File: src/sv/assert_macros.svh
// assertion macros shared by the voice allocator rtl
`ifndef ASSERT_MACROS_SVH
`define ASSERT_MACROS_SVH
`ifndef SYNTHESIS
// condition holds on every clock edge out of reset
`define ASSERT_ALWAYS(lbl, cond, msg) \
  lbl: assert property (@(posedge clk) disable iff (!rst_n) (cond)) else $error(msg);
// consequence holds in the cycle after the trigger
`define ASSERT_NEXT(lbl, trig, cons, msg) \
  lbl: assert property (@(posedge clk) disable iff (!rst_n) (trig) |=> (cons)) else $error(msg);
`else
`define ASSERT_ALWAYS(lbl, cond, msg)
`define ASSERT_NEXT(lbl, trig, cons, msg)
`endif
`endif

File: src/sv/mva_pkg.sv
// shared types and constants of the voice allocator
package mva_pkg;

  localparam int VOICE_COUNT = 16;
  localparam int IDX_W = (VOICE_COUNT > 1) ? $clog2(VOICE_COUNT) : 1;
  localparam int VOICE_IDX_W = 6;
  localparam int STAMP_W = 32;
  localparam int NOTE_W = 7;
  localparam int CHAN_W = 4;
  localparam int VEL_W = 7;
  localparam int INSTR_W = 8;
  localparam int IN_DATA_W = 32;
  localparam int OUT_DATA_W = 32;

  // midi message types
  localparam logic [3:0] MSG_NOTE_OFF = 4'h8;
  localparam logic [3:0] MSG_NOTE_ON = 4'h9;

  // configuration register indexes
  localparam logic CFG_STEAL = 1'b0;
  localparam logic CFG_IGN_CHAN = 1'b1;

  localparam logic [CHAN_W-1:0] IGN_CHAN_RESET = 4'd9;

  typedef enum logic [1:0] {
    ST_IDLE,
    ST_SCAN,
    ST_WRITE
  } state_t;

  // one voice as seen by the scan unit
  typedef struct packed {
    logic               en;
    logic [NOTE_W-1:0]  note;
    logic [CHAN_W-1:0]  chan;
    logic [STAMP_W-1:0] stamp;
  } slot_rd_t;

  // verdict of the scan unit for the voice under test
  typedef struct packed {
    logic             hit;
    logic [IDX_W-1:0] best_idx;
  } scan_res_t;

  // write request into the voice table
  typedef struct packed {
    logic               we;
    logic [IDX_W-1:0]   addr;
    logic               on;
    logic [NOTE_W-1:0]  note;
    logic [CHAN_W-1:0]  chan;
    logic [STAMP_W-1:0] stamp;
  } slot_wr_t;

endpackage

File: src/sv/mva_slot_table.sv
// voice table: enable flags, note, channel and activation stamp per voice
module mva_slot_table
  import mva_pkg::*;
(
  input  logic                   clk,
  input  logic                   rst_n,
  input  slot_wr_t               wr,
  input  logic [IDX_W-1:0]       rd_addr,
  output slot_rd_t               rd,
  output logic [VOICE_COUNT-1:0] en_vec
);

  logic [VOICE_COUNT-1:0] en_r;
  logic [NOTE_W-1:0]      note_r  [VOICE_COUNT];
  logic [CHAN_W-1:0]      chan_r  [VOICE_COUNT];
  logic [STAMP_W-1:0]     stamp_r [VOICE_COUNT];

  // enable flags clear on reset
  always_ff @(posedge clk) begin
    if (!rst_n) begin
      en_r <= '0;
    end else if (wr.we) begin
      en_r[wr.addr] <= wr.on;
    end
  end

  // payload, stamp only moves on note-on
  always_ff @(posedge clk) begin
    if (wr.we) begin
      note_r[wr.addr] <= wr.note;
      chan_r[wr.addr] <= wr.chan;
      if (wr.on) begin
        stamp_r[wr.addr] <= wr.stamp;
      end
    end
  end

  // single read port for the scan
  always_comb begin
    rd.en    = en_r[rd_addr];
    rd.note  = note_r[rd_addr];
    rd.chan  = chan_r[rd_addr];
    rd.stamp = stamp_r[rd_addr];
  end

  assign en_vec = en_r;

endmodule

File: src/sv/mva_scan_unit.sv
// shared compare unit: free/match test and oldest-stamp tracking, one voice a cycle
module mva_scan_unit
  import mva_pkg::*;
(
  input  logic              clk,
  input  logic              step,
  input  logic [IDX_W-1:0]  idx,
  input  logic              mode_on,
  input  logic [NOTE_W-1:0] note,
  input  logic [CHAN_W-1:0] chan,
  input  slot_rd_t          slot,
  output scan_res_t         res
);

  logic [IDX_W-1:0]   best_idx_r;
  logic [STAMP_W-1:0] best_stamp_r;
  logic               take;

  // strict less keeps the lowest index among equal stamps
  assign take = (idx == '0) || (slot.stamp < best_stamp_r);

  // note-on wants a free voice, note-off wants an enabled match
  always_comb begin
    if (mode_on) begin
      res.hit = !slot.en;
    end else begin
      res.hit = slot.en && (slot.note == note) && (slot.chan == chan);
    end
    res.best_idx = take ? idx : best_idx_r;
  end

  always_ff @(posedge clk) begin
    if (step && take) begin
      best_idx_r   <= idx;
      best_stamp_r <= slot.stamp;
    end
  end

endmodule

File: src/sv/midi_voice_allocator.sv
// midi voice allocator top level: sequencer, config registers and result register
//
//   channel   dir   tdata / fields                           handshake
//   in_       in    status, note, velocity, instrument       tvalid/tready
//   out_      out   index, note, channel, velocity, instr    tvalid/tready, tuser = on
//   cfg_      in    steal_when_full, ignored_channel         cfg_we only
//
// a note request is accepted in ST_IDLE, scanned through the shared compare unit in
// ST_SCAN (one voice per cycle) and, on a hit or a steal, written in ST_WRITE. ignored
// or foreign messages leave the sequencer idle. reset is synchronous, active low, and
// clears all voice enables, the activation counter and steal; ignored channel goes to 9.
// the write cycle waits while a previous result is still held in the output register.
`include "assert_macros.svh"
module midi_voice_allocator
  import mva_pkg::*;
(
  input  logic                  clk,
  input  logic                  rst_n,
  input  logic                  in_tvalid,
  output logic                  in_tready,
  // status_byte[7:0], note_byte[14:8], velocity_byte[21:15], instrument_select[29:22]
  input  logic [IN_DATA_W-1:0]  in_tdata,
  output logic                  out_tvalid,
  input  logic                  out_tready,
  // voice_index[5:0], voice_note[12:6], voice_channel[16:13], voice_velocity[23:17],
  // voice_instrument[31:24]
  output logic [OUT_DATA_W-1:0] out_tdata,
  // voice_on[0]
  output logic                  out_tuser,
  input  logic                  cfg_we,
  input  logic                  cfg_index,
  input  logic [CHAN_W-1:0]     cfg_wdata
);

  state_t state_r, state_nxt;
  logic [IDX_W-1:0]   idx_r, idx_nxt;
  logic [IDX_W-1:0]   target_r, target_nxt;
  logic [STAMP_W-1:0] cnt_r, cnt_nxt;
  logic               steal_r;
  logic [CHAN_W-1:0]  ign_chan_r;

  logic               on_r;
  logic [NOTE_W-1:0]  note_r;
  logic [CHAN_W-1:0]  chan_r;
  logic [VEL_W-1:0]   vel_r;
  logic [INSTR_W-1:0] instr_r;

  logic                  out_valid_r;
  logic                  out_on_r;
  logic [OUT_DATA_W-1:0] out_data_r;

  logic [7:0]         in_status;
  logic [NOTE_W-1:0]  in_note;
  logic [VEL_W-1:0]   in_vel;
  logic [INSTR_W-1:0] in_instr;
  logic [3:0]         in_type;
  logic [CHAN_W-1:0]  in_chan;
  logic               in_take;
  logic               in_note_msg;

  logic                   wr_go;
  logic                   scan_step;
  slot_rd_t               slot;
  slot_wr_t               wr;
  scan_res_t              scan;
  logic [VOICE_COUNT-1:0] en_vec;
  logic                   last_idx;

  // input unpack
  assign in_status = in_tdata[7:0];
  assign in_note   = in_tdata[14:8];
  assign in_vel    = in_tdata[21:15];
  assign in_instr  = in_tdata[29:22];
  assign in_type   = in_status[7:4];
  assign in_chan   = in_status[3:0];

  assign in_tready   = (state_r == ST_IDLE);
  assign in_take     = in_tvalid && in_tready;
  assign in_note_msg = ((in_type == MSG_NOTE_OFF) || (in_type == MSG_NOTE_ON))
                       && (in_chan != ign_chan_r);
  assign last_idx    = (idx_r == IDX_W'(VOICE_COUNT - 1));

  // configuration registers
  always_ff @(posedge clk) begin
    if (!rst_n) begin
      steal_r    <= 1'b0;
      ign_chan_r <= IGN_CHAN_RESET;
    end else if (cfg_we) begin
      case (cfg_index)
        CFG_STEAL:    steal_r    <= cfg_wdata[0];
        CFG_IGN_CHAN: ign_chan_r <= cfg_wdata;
        default:      ;
      endcase
    end
  end

  // latched request
  always_ff @(posedge clk) begin
    if (in_take) begin
      on_r    <= (in_type == MSG_NOTE_ON) && (in_vel != '0);
      note_r  <= in_note;
      chan_r  <= in_chan;
      vel_r   <= in_vel;
      instr_r <= in_instr;
    end
  end

  // sequencer
  always_comb begin
    state_nxt  = state_r;
    idx_nxt    = idx_r;
    target_nxt = target_r;
    cnt_nxt    = cnt_r;
    wr_go      = 1'b0;
    scan_step  = 1'b0;
    case (state_r)
      ST_IDLE: begin
        if (in_take && in_note_msg) begin
          state_nxt = ST_SCAN;
          idx_nxt   = '0;
        end
      end
      ST_SCAN: begin
        scan_step = 1'b1;
        if (scan.hit) begin
          target_nxt = idx_r;
          state_nxt  = ST_WRITE;
        end else if (last_idx) begin
          if (on_r && steal_r) begin
            target_nxt = scan.best_idx;
            state_nxt  = ST_WRITE;
          end else begin
            state_nxt = ST_IDLE;
          end
        end else begin
          idx_nxt = idx_r + 1'b1;
        end
      end
      ST_WRITE: begin
        if (!out_valid_r || out_tready) begin
          wr_go     = 1'b1;
          cnt_nxt   = cnt_r + 1'b1;
          state_nxt = ST_IDLE;
        end
      end
      default: begin
        state_nxt = ST_IDLE;
      end
    endcase
  end

  always_ff @(posedge clk) begin
    if (!rst_n) begin
      state_r <= ST_IDLE;
      cnt_r   <= '0;
    end else begin
      state_r <= state_nxt;
      cnt_r   <= cnt_nxt;
    end
  end

  always_ff @(posedge clk) begin
    idx_r    <= idx_nxt;
    target_r <= target_nxt;
  end

  // voice table write
  always_comb begin
    wr.we    = wr_go;
    wr.addr  = target_r;
    wr.on    = on_r;
    wr.note  = note_r;
    wr.chan  = chan_r;
    wr.stamp = cnt_nxt;
  end

  mva_slot_table u_table (
    .clk     (clk),
    .rst_n   (rst_n),
    .wr      (wr),
    .rd_addr (idx_r),
    .rd      (slot),
    .en_vec  (en_vec)
  );

  mva_scan_unit u_scan (
    .clk     (clk),
    .step    (scan_step),
    .idx     (idx_r),
    .mode_on (on_r),
    .note    (note_r),
    .chan    (chan_r),
    .slot    (slot),
    .res     (scan)
  );

  // result register
  always_ff @(posedge clk) begin
    if (!rst_n) begin
      out_valid_r <= 1'b0;
    end else if (wr_go) begin
      out_valid_r <= 1'b1;
    end else if (out_tready) begin
      out_valid_r <= 1'b0;
    end
  end

  always_ff @(posedge clk) begin
    if (wr_go) begin
      out_on_r   <= on_r;
      out_data_r <= {instr_r, vel_r, chan_r, note_r, VOICE_IDX_W'(target_r)};
    end
  end

  assign out_tvalid = out_valid_r;
  assign out_tdata  = out_data_r;
  assign out_tuser  = out_on_r;

  // checks
  `ASSERT_NEXT(a_enable_follows_write, wr_go, en_vec[$past(target_r)] == $past(on_r), "voice enable does not match written request")
  `ASSERT_NEXT(a_counter_step, wr_go, cnt_r == $past(cnt_r) + 1'b1, "activation counter did not advance by one")
  `ASSERT_ALWAYS(a_no_overwrite, !(wr_go && out_valid_r && !out_tready), "result overwritten while held")
  `ASSERT_ALWAYS(a_scan_range, (state_r != ST_SCAN) || (idx_r <= IDX_W'(VOICE_COUNT - 1)), "scan index out of range")

endmodule
File: config.mk
export PLATFORM = sky130hd
export DESIGN_NAME = midi_voice_allocator
export DESIGN_NICKNAME = d
export VERILOG_FILES = /design/src/sv/mva_pkg.sv /design/src/sv/mva_slot_table.sv /design/src/sv/mva_scan_unit.sv /design/src/sv/midi_voice_allocator.sv
export VERILOG_INCLUDE_DIRS = /design/src /design/src/sv
export SDC_FILE = /design/constraint.sdc
export NUM_CORES = 1
export LEC_CHECK = 0
export BUFFER_PORTS_ARGS = -buffer_cell sky130_fd_sc_hd__buf_4
export CORE_UTILIZATION = 56
export DETAILED_ROUTE_END_ITERATION = 16
export PLACE_DENSITY = 0.79
export SKIP_LAST_GASP = 1
export SYNTH_ARGS = -nofsm -noshare
export SYNTH_HDL_FRONTEND = slang
export SYNTH_SLANG_ARGS = --single-unit
File: constraint.sdc
create_clock -name clk -period 6.8 [get_ports clk]
set_clock_uncertainty 0.05 [all_clocks]
set_input_delay 1.36 -clock clk [delete_from_list [all_inputs] [get_ports clk]]
set_output_delay 1.36 -clock clk [all_outputs]
set_load 0.005 [all_outputs]
# After elaboration in Yosys (flattened, before gate mapping)
# Memory sizes are Yosys's and may differ from the RTL's. A register that Yosys moved wholly into a read port is not among the register bits.
# Cells that the tools add are included.
# Widths: inputs -> output; s select.
[word_totals]
ff_bits = 158
ram_bits = 688
input_bits = 42
out_inout_bits = 35
word_cells = 101
memories = 3
[classes]
n_addsub = 2
order_cmp = 4
eq_ne = 13
muxes = 35
n_bitwise = 1
n_reduce_logical = 26
[memory_table]
columns = ["memory", "words", "width", "read_ports", "rd_ports_with_merged_regs", "write_ports", "line_no", "source"]
rows = [
  ["u_table.stamp_r", 16, 32, 1, 1, 1, "mva_slot_table.sv:16", "logic [STAMP_W-1:0] stamp_r [VOICE_COUNT];"],
  ["u_table.note_r", 16, 7, 1, 1, 1, "mva_slot_table.sv:14", "logic [NOTE_W-1:0] note_r [VOICE_COUNT];"],
  ["u_table.chan_r", 16, 4, 1, 1, 1, "mva_slot_table.sv:15", "logic [CHAN_W-1:0] chan_r [VOICE_COUNT];"],
]
[ops]
columns = ["operator", "n"]
rows = [
  ["$mux 32", 2],
  ["$mux 4", 10],
  ["$add 32x1->32 const B", 1],
  ["$lt 32x32->1", 1],
  ["$bwmux 16", 1],
  ["$mux 1", 13],
  ["$eq 4x4->1 const B", 3],
  ["$lt 4x5->1 const B", 2],
  ["$mux 2", 5],
  ["$logic_and 1x1->1", 9],
  ["$pmux 4 s2", 1],
  ["$reduce_bool 2->1", 4],
  ["$eq 7x7->1", 1],
  ["$reduce_bool 7->1", 1],
  ["$ne 2x2->1 const B", 3],
  ["$pmux 2 s3", 1],
  ["$reduce_and 3->1", 2],
  ["$add 4x1->4 const B", 1],
  ["$bmux 1 s4", 1],
  ["$demux 1 s4", 1],
  ["$eq 4x4->1", 1],
  ["$ge 4x1->1 const B", 1],
  ["$logic_not 4->1", 1],
  ["$ne 4x4->1", 1],
  ["other kinds (10)", 14],
]

# Logic depth before layout (Yosys ltp)
# Gate-level depths: netlist (run 1).
[logic_depth]
depth_word = 8
ltp_mapped = 17
ltp_nobuf = 11

# Cells and area by module
# Synthesis (run 1) repeated with hierarchy kept, for this count alone.
[hier_totals]
cells_unflattened = 1684
hier_area_um2 = 33183.1
[by_module_without_submodules]
columns = ["mod", "instances", "cells_per_inst", "area_per_inst_um2", "seq_area_each_um2"]
rows = [
  ["mva_slot_table", 1, 1163, 26690.6, 20980.1],
  ["midi_voice_allocator", 1, 352, 4410.5, 2782.7],
  ["mva_scan_unit", 1, 169, 2082.0, 1081.0],
]

# Worst setup path before layout (run 1)
# No wires, ideal clock.
[synth_timing]
path_type = "input to register"
start = "in out_tready"
end = "mem u_table.stamp_r[12][0], enable pin"
setup_ps = 506
t_arrival_ps = 5890
t_required_ps = 6244
slack_ps = 354
stages = 5
path_buffers = 0
path_cell_list = "nand2b_1 > nand2_1 > inv_1 > nand3_1 > nor4_1"
[synth_via]
elab_chain_len = 5
[synth_rtl]
columns = ["item", "line_no", "source"]
rows = [
  ["start, declared", "midi_voice_allocator.sv:24", "input logic out_tready,"],
  ["$logic_or 1x1->1", "midi_voice_allocator.sv:140", "if (!out_valid_r || out_tready) begin"],
  ["$mux 1", "midi_voice_allocator.sv:140", ""],
  ["$mux 1", "midi_voice_allocator.sv:116", "case (state_r)"],
  ["net wr_go", "midi_voice_allocator.sv:61", "logic wr_go;"],
  ["$mux 1", "mva_slot_table.sv:29", "if (wr.we) begin"],
  ["$mux 1 (not written as such)", "mva_slot_table.sv:33", "stamp_r[wr.addr] <= wr.stamp;"],
  ["end, declared", "mva_slot_table.sv:16", ""],
]
# The timed path passes the listed nets, and every way through them passes these cells.

==> results, run 1 <==
- The worst max-slew margin expressed relative to the limit is 0.113.
- Of the total power, the share spent switching nets is 0.203.
- Before antenna repair, the detailed router went through 7 iterations.
- Summing all placed instances gives a cell area of about 35000 sq um.
- The number of global-route vias before repair came to 17300.
- After clock tree synthesis, the clock-pin slew on the worst setup and hold paths is 60 ps.
- The final instance area is around 38000 sq um.
- The average cell area after synthesis is 20.5 sq um.
- The smallest clock period supported by the final layout is computed as 5460 ps.
- After technology mapping, the gate count stands at 1617.
- The kind of capture point of the worst setup path is a flop.
- The antenna violation net count after detailed routing is 0.
- The count of endpoints failing setup in the final report is 0.
- The H-tree generated during clock tree synthesis spans 3 levels.
- The tightest min-delay check is of the flop to flop type.
- The register bit total from synthesis is 850.
- The endpoint arrival time on the critical path is 5720 ps.
- Setup repair after global routing left no endpoint under its margin.
- The top-level port count is 77.
- The share of the synthesized area in the top cell type is 0.716.
- On the critical path the largest part of the delay comes from compound AO/OA/AOI/OAI gates.
- The final non-filler cell total is roughly 2600.
- The slew at the pin closest to its max-slew limit is about 1300 ps.
- In this run, the number of DRC markers left after iteration 0 of detailed routing was 1724.
- The worst hold-check slack is 368 ps.
- The DRC violations left is 0.
- The share of the clock period used by the worst path is 0.803.
- The total power divided by cell area is roughly 290 nW/um^2.
- The leakage power of the design is 12.3 nW.
- Yosys mapped the design onto 58 distinct sky130hd cell types.
- The internal power component is between 8 and 9 mW.
- The number of warnings reported in the yosys synthesis log is 0.
- The startpoint-to-endpoint class of the critical path is flop to flop.
- Dividing the detail-routed wire length by the instance count gives roughly 27 microns.
- The sum of negative setup slack is 0 ps.
- The total of cells resized after clock tree synthesis is 0.
- Among all stages on the critical path, the largest delay is contributed by dfxtp_4.
- In the routed layout, each cell is associated on average with a via count of between 6 and 7.
- For this block, the routed nets add up to 71.1 mm of wire.
- For this design, the sink count on the clock tree is 850.
- The overall die height is roughly 250 microns.
- The initial antenna violation count is 0.
- The overall power consumption is 10.7 mW.
- The least setup slack across all paths after layout is 1340 ps.
- The clock root buffer is clkbuf_16.
- The reported max-cap violation count is 0.
- By area the synthesized netlist is led by edfxtp_1 (72%), mux4_2 (13%), dfxtp_1 (3.6%), ha_1 (1.3%), mux2i_1 (1.1%).
- For the worst setup path, the data required time is 7060 ps.
- In this run, CTS created clock tree buffers numbering 82.
- The number of post-CTS setup repair buffers is 0.
- The share of the yosys chip area belonging to registers is 0.752.
- At the later pin of the worst-skew pair, clock insertion delay measures 640 ps.
- The cell count after placement is 2436.
- The largest voltage drop on the vdd net is approximately 0.24 mV.
- The total global-route track usage is 0.243.
- The run finished with clean final reports.
- Across all layers, the routed design uses 16400 vias.
- The number of nets in the layout is about 1800.
- Entering global routing, the biggest net connects 83 pins.
- TritonCTS built the clock tree.
- Based on the critical path, the design can be clocked at up to roughly 0.18 GHz.
- The layout-stage area growth over the synthesis result is 13.3%.
- The analysis attributes to net switching a power of 2.18 mW.
- The initial standard-cell utilization of the core is 0.570.
- The final weighted congestion in routability-driven placement is 0.819.
- Global routing finished with a remaining overflow of 0.
- In the synthesized netlist the async set-or-reset flop fraction comes to 0.
- In the final layout, the share of cells above drive strength 1 is 0.269.
- Of the total power, combinational logic draws 0.035.
- The netlist area before placement is between 30000 and 40000 sq um.
- The post-route core utilization is 0.646.
- Of the total power, registers draw 0.534.
- Port buffering added 72 buffers.
- The floorplan has 88 rows.
- In this run the worst path has a maximum fanout of 53.
- The number of buffers and inverters on the critical path is 2.
- The final-report hold violation count was 0.
- The count of flip-flops with a built-in enable after synthesis is 790.
- Traced cell by cell, the critical path runs through buf_12 -> mux4_2 -> mux4_2 -> ha_1 -> a21o_1 -> a21o_1 -> a21oi_1 -> nor4_1 -> a311o_1 -> o21ai_1 -> and2_2 -> buf_4.
- The longest clock path from root to sink contains 3 buffers.
- The number of hold buffers added after cts is 0.
- After floorplanning, the core was sized to cover 58100 sq um.
- The first global-routing pass estimated between 100 and 150 mm of wire.
- The number of antenna diodes in the final layout is 0.
- STA classifies the critical path startpoint as a flop.
- For this run, the slowest stage of the critical path takes around 820 ps.
- The startpoint identified for the worst hold timing path is vel_r[2]$_DFFE_PP_.
- The die covers approximately 60000 sq um.
- The predominant post-synthesis flop cell is edfxtp_1.
- The largest area contributor in the synthesized netlist is edfxtp_1.
- Before CTS, the worst setup slack after placement is 1350 ps.
- The x dimension of the die is 245 microns.
- The final count of pins violating max slew is 0.
- The detailed-placement wirelength estimate is 38.2 mm.
- The share of total power dissipated in the clock network is 0.431.
-- worst register-to-register path: cells and delay by family (launching register included) --
kind	cells	cell delay (ps)
AND/OR/NAND/NOR	2	690
AO/OA/AOI/OAI	5	1250
multiplexers	2	1120
adder cells (fa/ha/maj)	1	320
buffers and inverters	2	870
flip-flops	1	820
-- layout make-up --
cell class              count  area, sq um
clock buffers             113         2270
flip-flops and latches    850        24900
well taps                 765          957
multi-input cells         655         7820
clock inverters            40          475
repair buffers            117          903
inverters                  49          184
fillers                  3677        20600
-- worst paths after layout --
| check | to | slack (ps) | depth (start not counted) |
|---|---|---|---|
| max | u_scan.best_stamp_r[31]$_DFFE_PP_ | 1340 | 12 |
| min | out_tdata[19]$_DFFE_PP_ | 370 | 0 |
| max reg2reg | u_scan.best_stamp_r[31]$_DFFE_PP_ | 1340 | 12 |
| min reg2reg | out_tdata[19]$_DFFE_PP_ | 370 | 0 |
-- logic make-up (layout without fill, tap and decap cells) --
kind of cell | count (synthesis) | count (layout) | share of synthesized area
compound gates | 76 | 76 | 0.0159
xor+xnor | 49 | 49 | 0.0129
fa+ha+maj | 34 | 34 | 0.0128
buf+inv | 113 | 319 | 0.0165
flops | 850 | 850 | 0.752
mux | 252 | 252 | 0.151
other cells | 1 | 2 | 0.000113
simple gates | 242 | 242 | 0.0388
-- power groups by stage --
stage	sequential (mW)	combinational (mW)	clock [mW]
3_5_place_dp	5.84	0.371	0
3_3_place_gp	5.84	0.362	0
4_1_cts	5.73	0.377	4.65
2_1_floorplan	5.81	0.289	0
5_1_grt	5.73	0.402	4.86
6_report	5.73	0.376	4.62
-- routing by layer --
metal	wire length (microns)	vias up	share of wire	track usage
met5	0	-	0	0
met4	2050	0	0.029	0.0923
met3	6120	139	0.086	0.0425
met2	35500	831	0.50	0.394
met1	27500	8604	0.39	0.334
li1	-	6828	-	-
-- cell usage after synthesis, drive strengths merged, types with 2 or more instances --
cell type / number
a211oi: 6
a21boi: 4
a21o: 2
a21oi: 12
a221oi: 2
a22oi: 3
a31oi: 3
and2: 35
and3: 9
and4: 3
buf: 37
clkbuf: 27
dfxtp: 60
edfxtp: 790
ha: 34
inv: 48
mux2: 20
mux2i: 36
mux4: 196
nand2: 45
nand2b: 10
nand3: 21
nand4: 14
nor2: 38
nor2b: 27
nor3: 21
nor3b: 2
nor4: 10
o211ai: 2
o21a: 15
o21ai: 9
o22ai: 9
or4: 5
xnor2: 35
xor2: 14
-- flip-flops by register name, indices dropped and copies added, names as in the netlist, 8 cells and up, named ones only --
name                 count
cnt_r                   32
instr_r                  8
out_tdata               30
u_scan.best_stamp_r     32
u_table.chan_r          64
u_table.en_vec          16
u_table.note_r         112
u_table.stamp_r        512
-- layout by cell type, fill, tap and decap left out, types with 8 or more instances in the layout --
cell type and count:
nor2b_1 27, nand4_1 14, o22ai_1 9, nand2b_1 10, mux4_2 196, edfxtp_1 790
dfxtp_1 57, inv_1 47, nor3_1 8, nor3_2 11, and2_1 34, clkinv_2 14
clkbuf_1 21, mux2i_1 36, nor2_1 27, a21oi_1 12, buf_4 115, bufinv_16 8
mux2_2 14, nand2_1 45, nand3_1 21, and3_1 9, o21a_1 15, clkbuf_16 82
ha_1 34, clkbuf_8 10, xor2_1 14, xnor2_1 35, o21ai_0 8, clkinv_1 8
Note: power is estimated with default switching activity, not from simulation.
==> inputs of run 2 (changes only) <==
ABC_AREA = 1   (was default)
clock period = 4.8 ns   (was 6.8 ns; I/O delays follow)
==> results, run 2 <==
- The leakage power of the design is 12.8 nW.
- Measured against its own limit, the worst slew margin works out to 0.130.
- Broken down by cell family, the worst path's largest delay share belongs to buffers and inverters.
- Across the run, the number of max-cap violations was 0.
- The worst-case IR drop observed on VDD is ~0.45 mV.
- The number of H-tree levels is 3.
- u_table.stamp_r holds more flip-flops than any other register.
- Leaving out fill and tap cells, the most frequent cell in the layout is edfxtp_1.
- Counting along the longest clock path gives a buffer depth of 3.
- The cell count after placement is between 3000 and 4000.
- Power spread over the standard cell area amounts to approximately 400 nW/um^2.
- Internal power comes to 12.2 mW.
- In this run, synthesis produced a sequential element count of 850.
- Yosys mapped the design onto 47 distinct sky130hd cell types.
- In the layout the commonest cells are edfxtp_1 (790), nor2_1 (448), o21ai_0 (351).
- The cell with the largest stage delay on the worst path is buf_4.
- Post-CTS timing repair inserted 0 buffers for setup.
- The number of hold buffers added after cts is 0.
- The layout-stage area growth over the synthesis result is 12.9%.
- In the routed design, unresolved DRC markers number 0.
- After clock tree synthesis, the clock-pin slew on the worst setup and hold paths is 60 ps.
- The filler cell count in the final layout is 4163.
- The clock tree from TritonCTS is built.
- The share of total power dissipated in sequential elements is 0.523.
- The most prevalent standard cell on the critical path is nand2_1.
- The final weighted congestion in routability-driven placement is about 0.9.
- In this run, post-CTS repair resized a total of 0 instances.
- The required time at the endpoint of the critical path is 5070 ps.
- The number of global-route vias before repair was 22600.
- Detailed placement ended at an HPWL of approximately 43 mm.
- In this run the vertical extent of the chip is 249 microns.
- The predominant post-synthesis flop cell is edfxtp_1.
- Of the available clock period, the critical path in the final layout requires 0.846.
- The min-delay analysis places its worst path in the category flop to flop.
- The fraction of layout cells with a size suffix above 1 is 0.111.
- The register with the most flip-flops in the layout has 512 of them.
- The total global routing overflow is 0.
- The initial antenna violation count is 0.
- In the final routed layout, each cell accounts on average for 22.4 microns.
- The count of endpoints failing setup in the final report is 0.
- The maximum net fanout on the critical path is approximately 60.
- The share of total power dissipated in the clock network is 0.436.
- Counting every sink on the clock net gives 850.
- The via count is roughly 22000.
- The share of the Yosys chip area taken by registers is 0.728.
- The share of async-settable or async-resettable flops after synthesis is 0.
- The post-route core utilization is 0.640.
- Traced cell by cell, the critical path runs through buf_4 -> buf_4 -> o21ai_0 -> o221ai_1 -> o211ai_1 -> nand2_1 -> ha_1 -> nand2_1 -> nor2_1 -> a211oi_1 -> nand2_1 -> nand2_1 -> nand2_1 -> nand2_1 -> nand2_1 -> a21oi_4 -> buf_12.
- The routed wire length is a little over 80 mm.
- The share of the synthesized area in the top cell type is 0.693.
- The worst setup path is captured at a flop.
- The worst setup path is launched from a flop.
- The synthesized design spends more area on one cell type than any other, namely edfxtp_1.
- The total inserted antenna cells is 0.
- The antenna violation net count after detailed routing is 0.
- The violation count after the first detailed-route iteration is 2602.
- The pre-antenna-repair detailed-routing pass consisted of 6 iterations.
- The final-report hold violation count was 0.
- The worst setup path is of the flop to flop kind.
- In the post-synthesis netlist, the biggest area contributors are edfxtp_1 (69%), o21ai_0 (5.1%), nor2_1 (5.1%), dfxtp_1 (3.5%), o221ai_1 (2.4%).
- The first global-routing pass estimated between 100 and 150 mm of wire.
- The clock latency reported for the late side of the worst-skew pair is 650 ps.
- The run finished with clean final reports.
- The area inside the core boundary is 60400 sq um.
- The final count of pins violating max slew is 0.
- For the pin with the worst max-slew slack, the measured transition is 1300 ps.
- For this configuration, the core starts out at a cell density of 0.567.
- Derived from the worst setup path, the maximum achievable clock frequency is 0.246 GHz.
- The total buffers and inverters traversed by the critical path is 3.
- Entering global routing, the biggest net connects ~220 pins.
- The delay contributed by the slowest stage of the critical path is roughly 520 ps.
- For this run, the number of standard cells in the final layout without fillers is 3629.
- The average cell area after synthesis is 12.6 sq um.
- Of the total power, the share spent switching nets is 0.210.
- The clock root buffer is clkbuf_16.
- After detailed routing, the number of vias per cell comes to 6.17.
- The most repeated cell in the gate-level netlist after synthesis is edfxtp_1.
- Counting the buffers created by CTS gives 85.
- Synthesis handed over a netlist of between 2000 and 3000 instances.
- In this run the tool buffered the top-level ports with 72 buffer cells.
- The switching component of the power is 3.24 mW.
- Yosys printed 0 warnings.
- Sorting the synthesized cells by how often they occur yields edfxtp_1 (790), nor2_1 (464), o21ai_0 (351).
- The die covers 62100 sq um.
- Counting flops with a built-in enable in the synthesized netlist gives 790.
- The number of nets in the layout is 2852.
- The number of placement rows is 90.
- After synthesis the cells add up to 34200 sq um.
- In the final layout, the registers with the most flip-flops are u_table.stamp_r x512, u_table.note_r x112, u_table.chan_r x64.
- The sum of negative setup slack is 0 ps.
- Of the total power, combinational logic draws 0.041.
- Setup repair after global routing left no endpoint under its margin.
- The shortest clock period the worst path allows after layout is a little over 4000 ps.
- The x dimension of the die is around 250 microns.
- The endpoint arrival time on the critical path is 4330 ps.
- The total global-route track usage is 0.261.
- For this design the top-level I/O count stands at 77.
==> run 2: changes by cell type after synthesis, sizes merged, moves of 29 or more <==
cell / delta
a21oi: +40
and2: -29
clkbuf: +85
inv: +126
mux2i: -36
mux4: -196
nand2: +174
nand3: +85
nor2: +440
o211ai: +76
o21ai: +346
o221ai: +93
==> run 2: layout make-up <==
type	count	area (sq um)	share of cell area
well taps	782	978	0.0253
clock buffers	121	2340	0.0606
flip-flops and latches	850	24900	0.645
inverters	175	666	0.0172
multi-input cells	1533	8130	0.210
repair buffers	131	1080	0.0280
clock inverters	37	505	0.0131
==> run 2: cell families after synthesis <==
group,Yosys count,synth area share
AOI/OAI and AO/OA,619,0.109
and+or+nand+nor,857,0.107
adders and majority gates,34,0.0124
xor gates and xnor gates,21,0.00581
DFF,850,0.728
buffers and inverters,329,0.0383
other,1,0.000110
==> run 2: worst paths after layout <==
path	slack, ps	cells past startpoint	end	startpoint
max reg2reg	740	17	u_scan.best_stamp_r[2]$_DFFE_PP_	flop
min	360	0	out_tdata[25]$_DFFE_PP_	instr_r[1]$_DFFE_PP_
min reg2reg	360	0	out_tdata[25]$_DFFE_PP_	instr_r[1]$_DFFE_PP_
max	740	17	u_scan.best_stamp_r[2]$_DFFE_PP_	flop
==> run 2: per-stage QoR <==
step	total power, mW	instance area (sq um)	setup slack, ps	hold slack (ps)
floorplan	8.65	34200	440	350
global placement	8.83	35800	995	350
detailed placement	8.86	35800	845	355
CTS	15.5	38600	812	365
global route	15.8	38600	481	364
finish	15.5	38600	740	364
==> run 2: power by group through the flow <==
stage	combinational, mW	clock [mW]	sequential [mW]
2_1_floorplan	0.417	0	8.23
3_3_place_gp	0.585	0	8.24
3_5_place_dp	0.615	0	8.25
4_1_cts	0.624	6.78	8.09
5_1_grt	0.692	7.04	8.09
6_report	0.633	6.74	8.09
==> run 2: worst register-to-register path: cells and delay by family, from the launching register on <==
kind | cells | cell delay, ps
buffers and inverters | 3 | 1150
AO/OA/AOI/OAI | 5 | 1000
AND/OR/NAND/NOR | 8 | 870
flip-flops | 1 | 410
adder cells (fa/ha/maj) | 1 | 250
==> run 2: per-layer routing <==
metal | up-vias | track usage | wire (microns) | part of all wire
li1 | 9980 | - | - | -
met4 | 0 | 0.118 | 3120 | 0.038
met3 | 221 | 0.0394 | 6720 | 0.082
met1 | 11000 | 0.338 | 31200 | 0.38
met5 | - | 0 | 0 | 0
met2 | 1228 | 0.440 | 40400 | 0.50
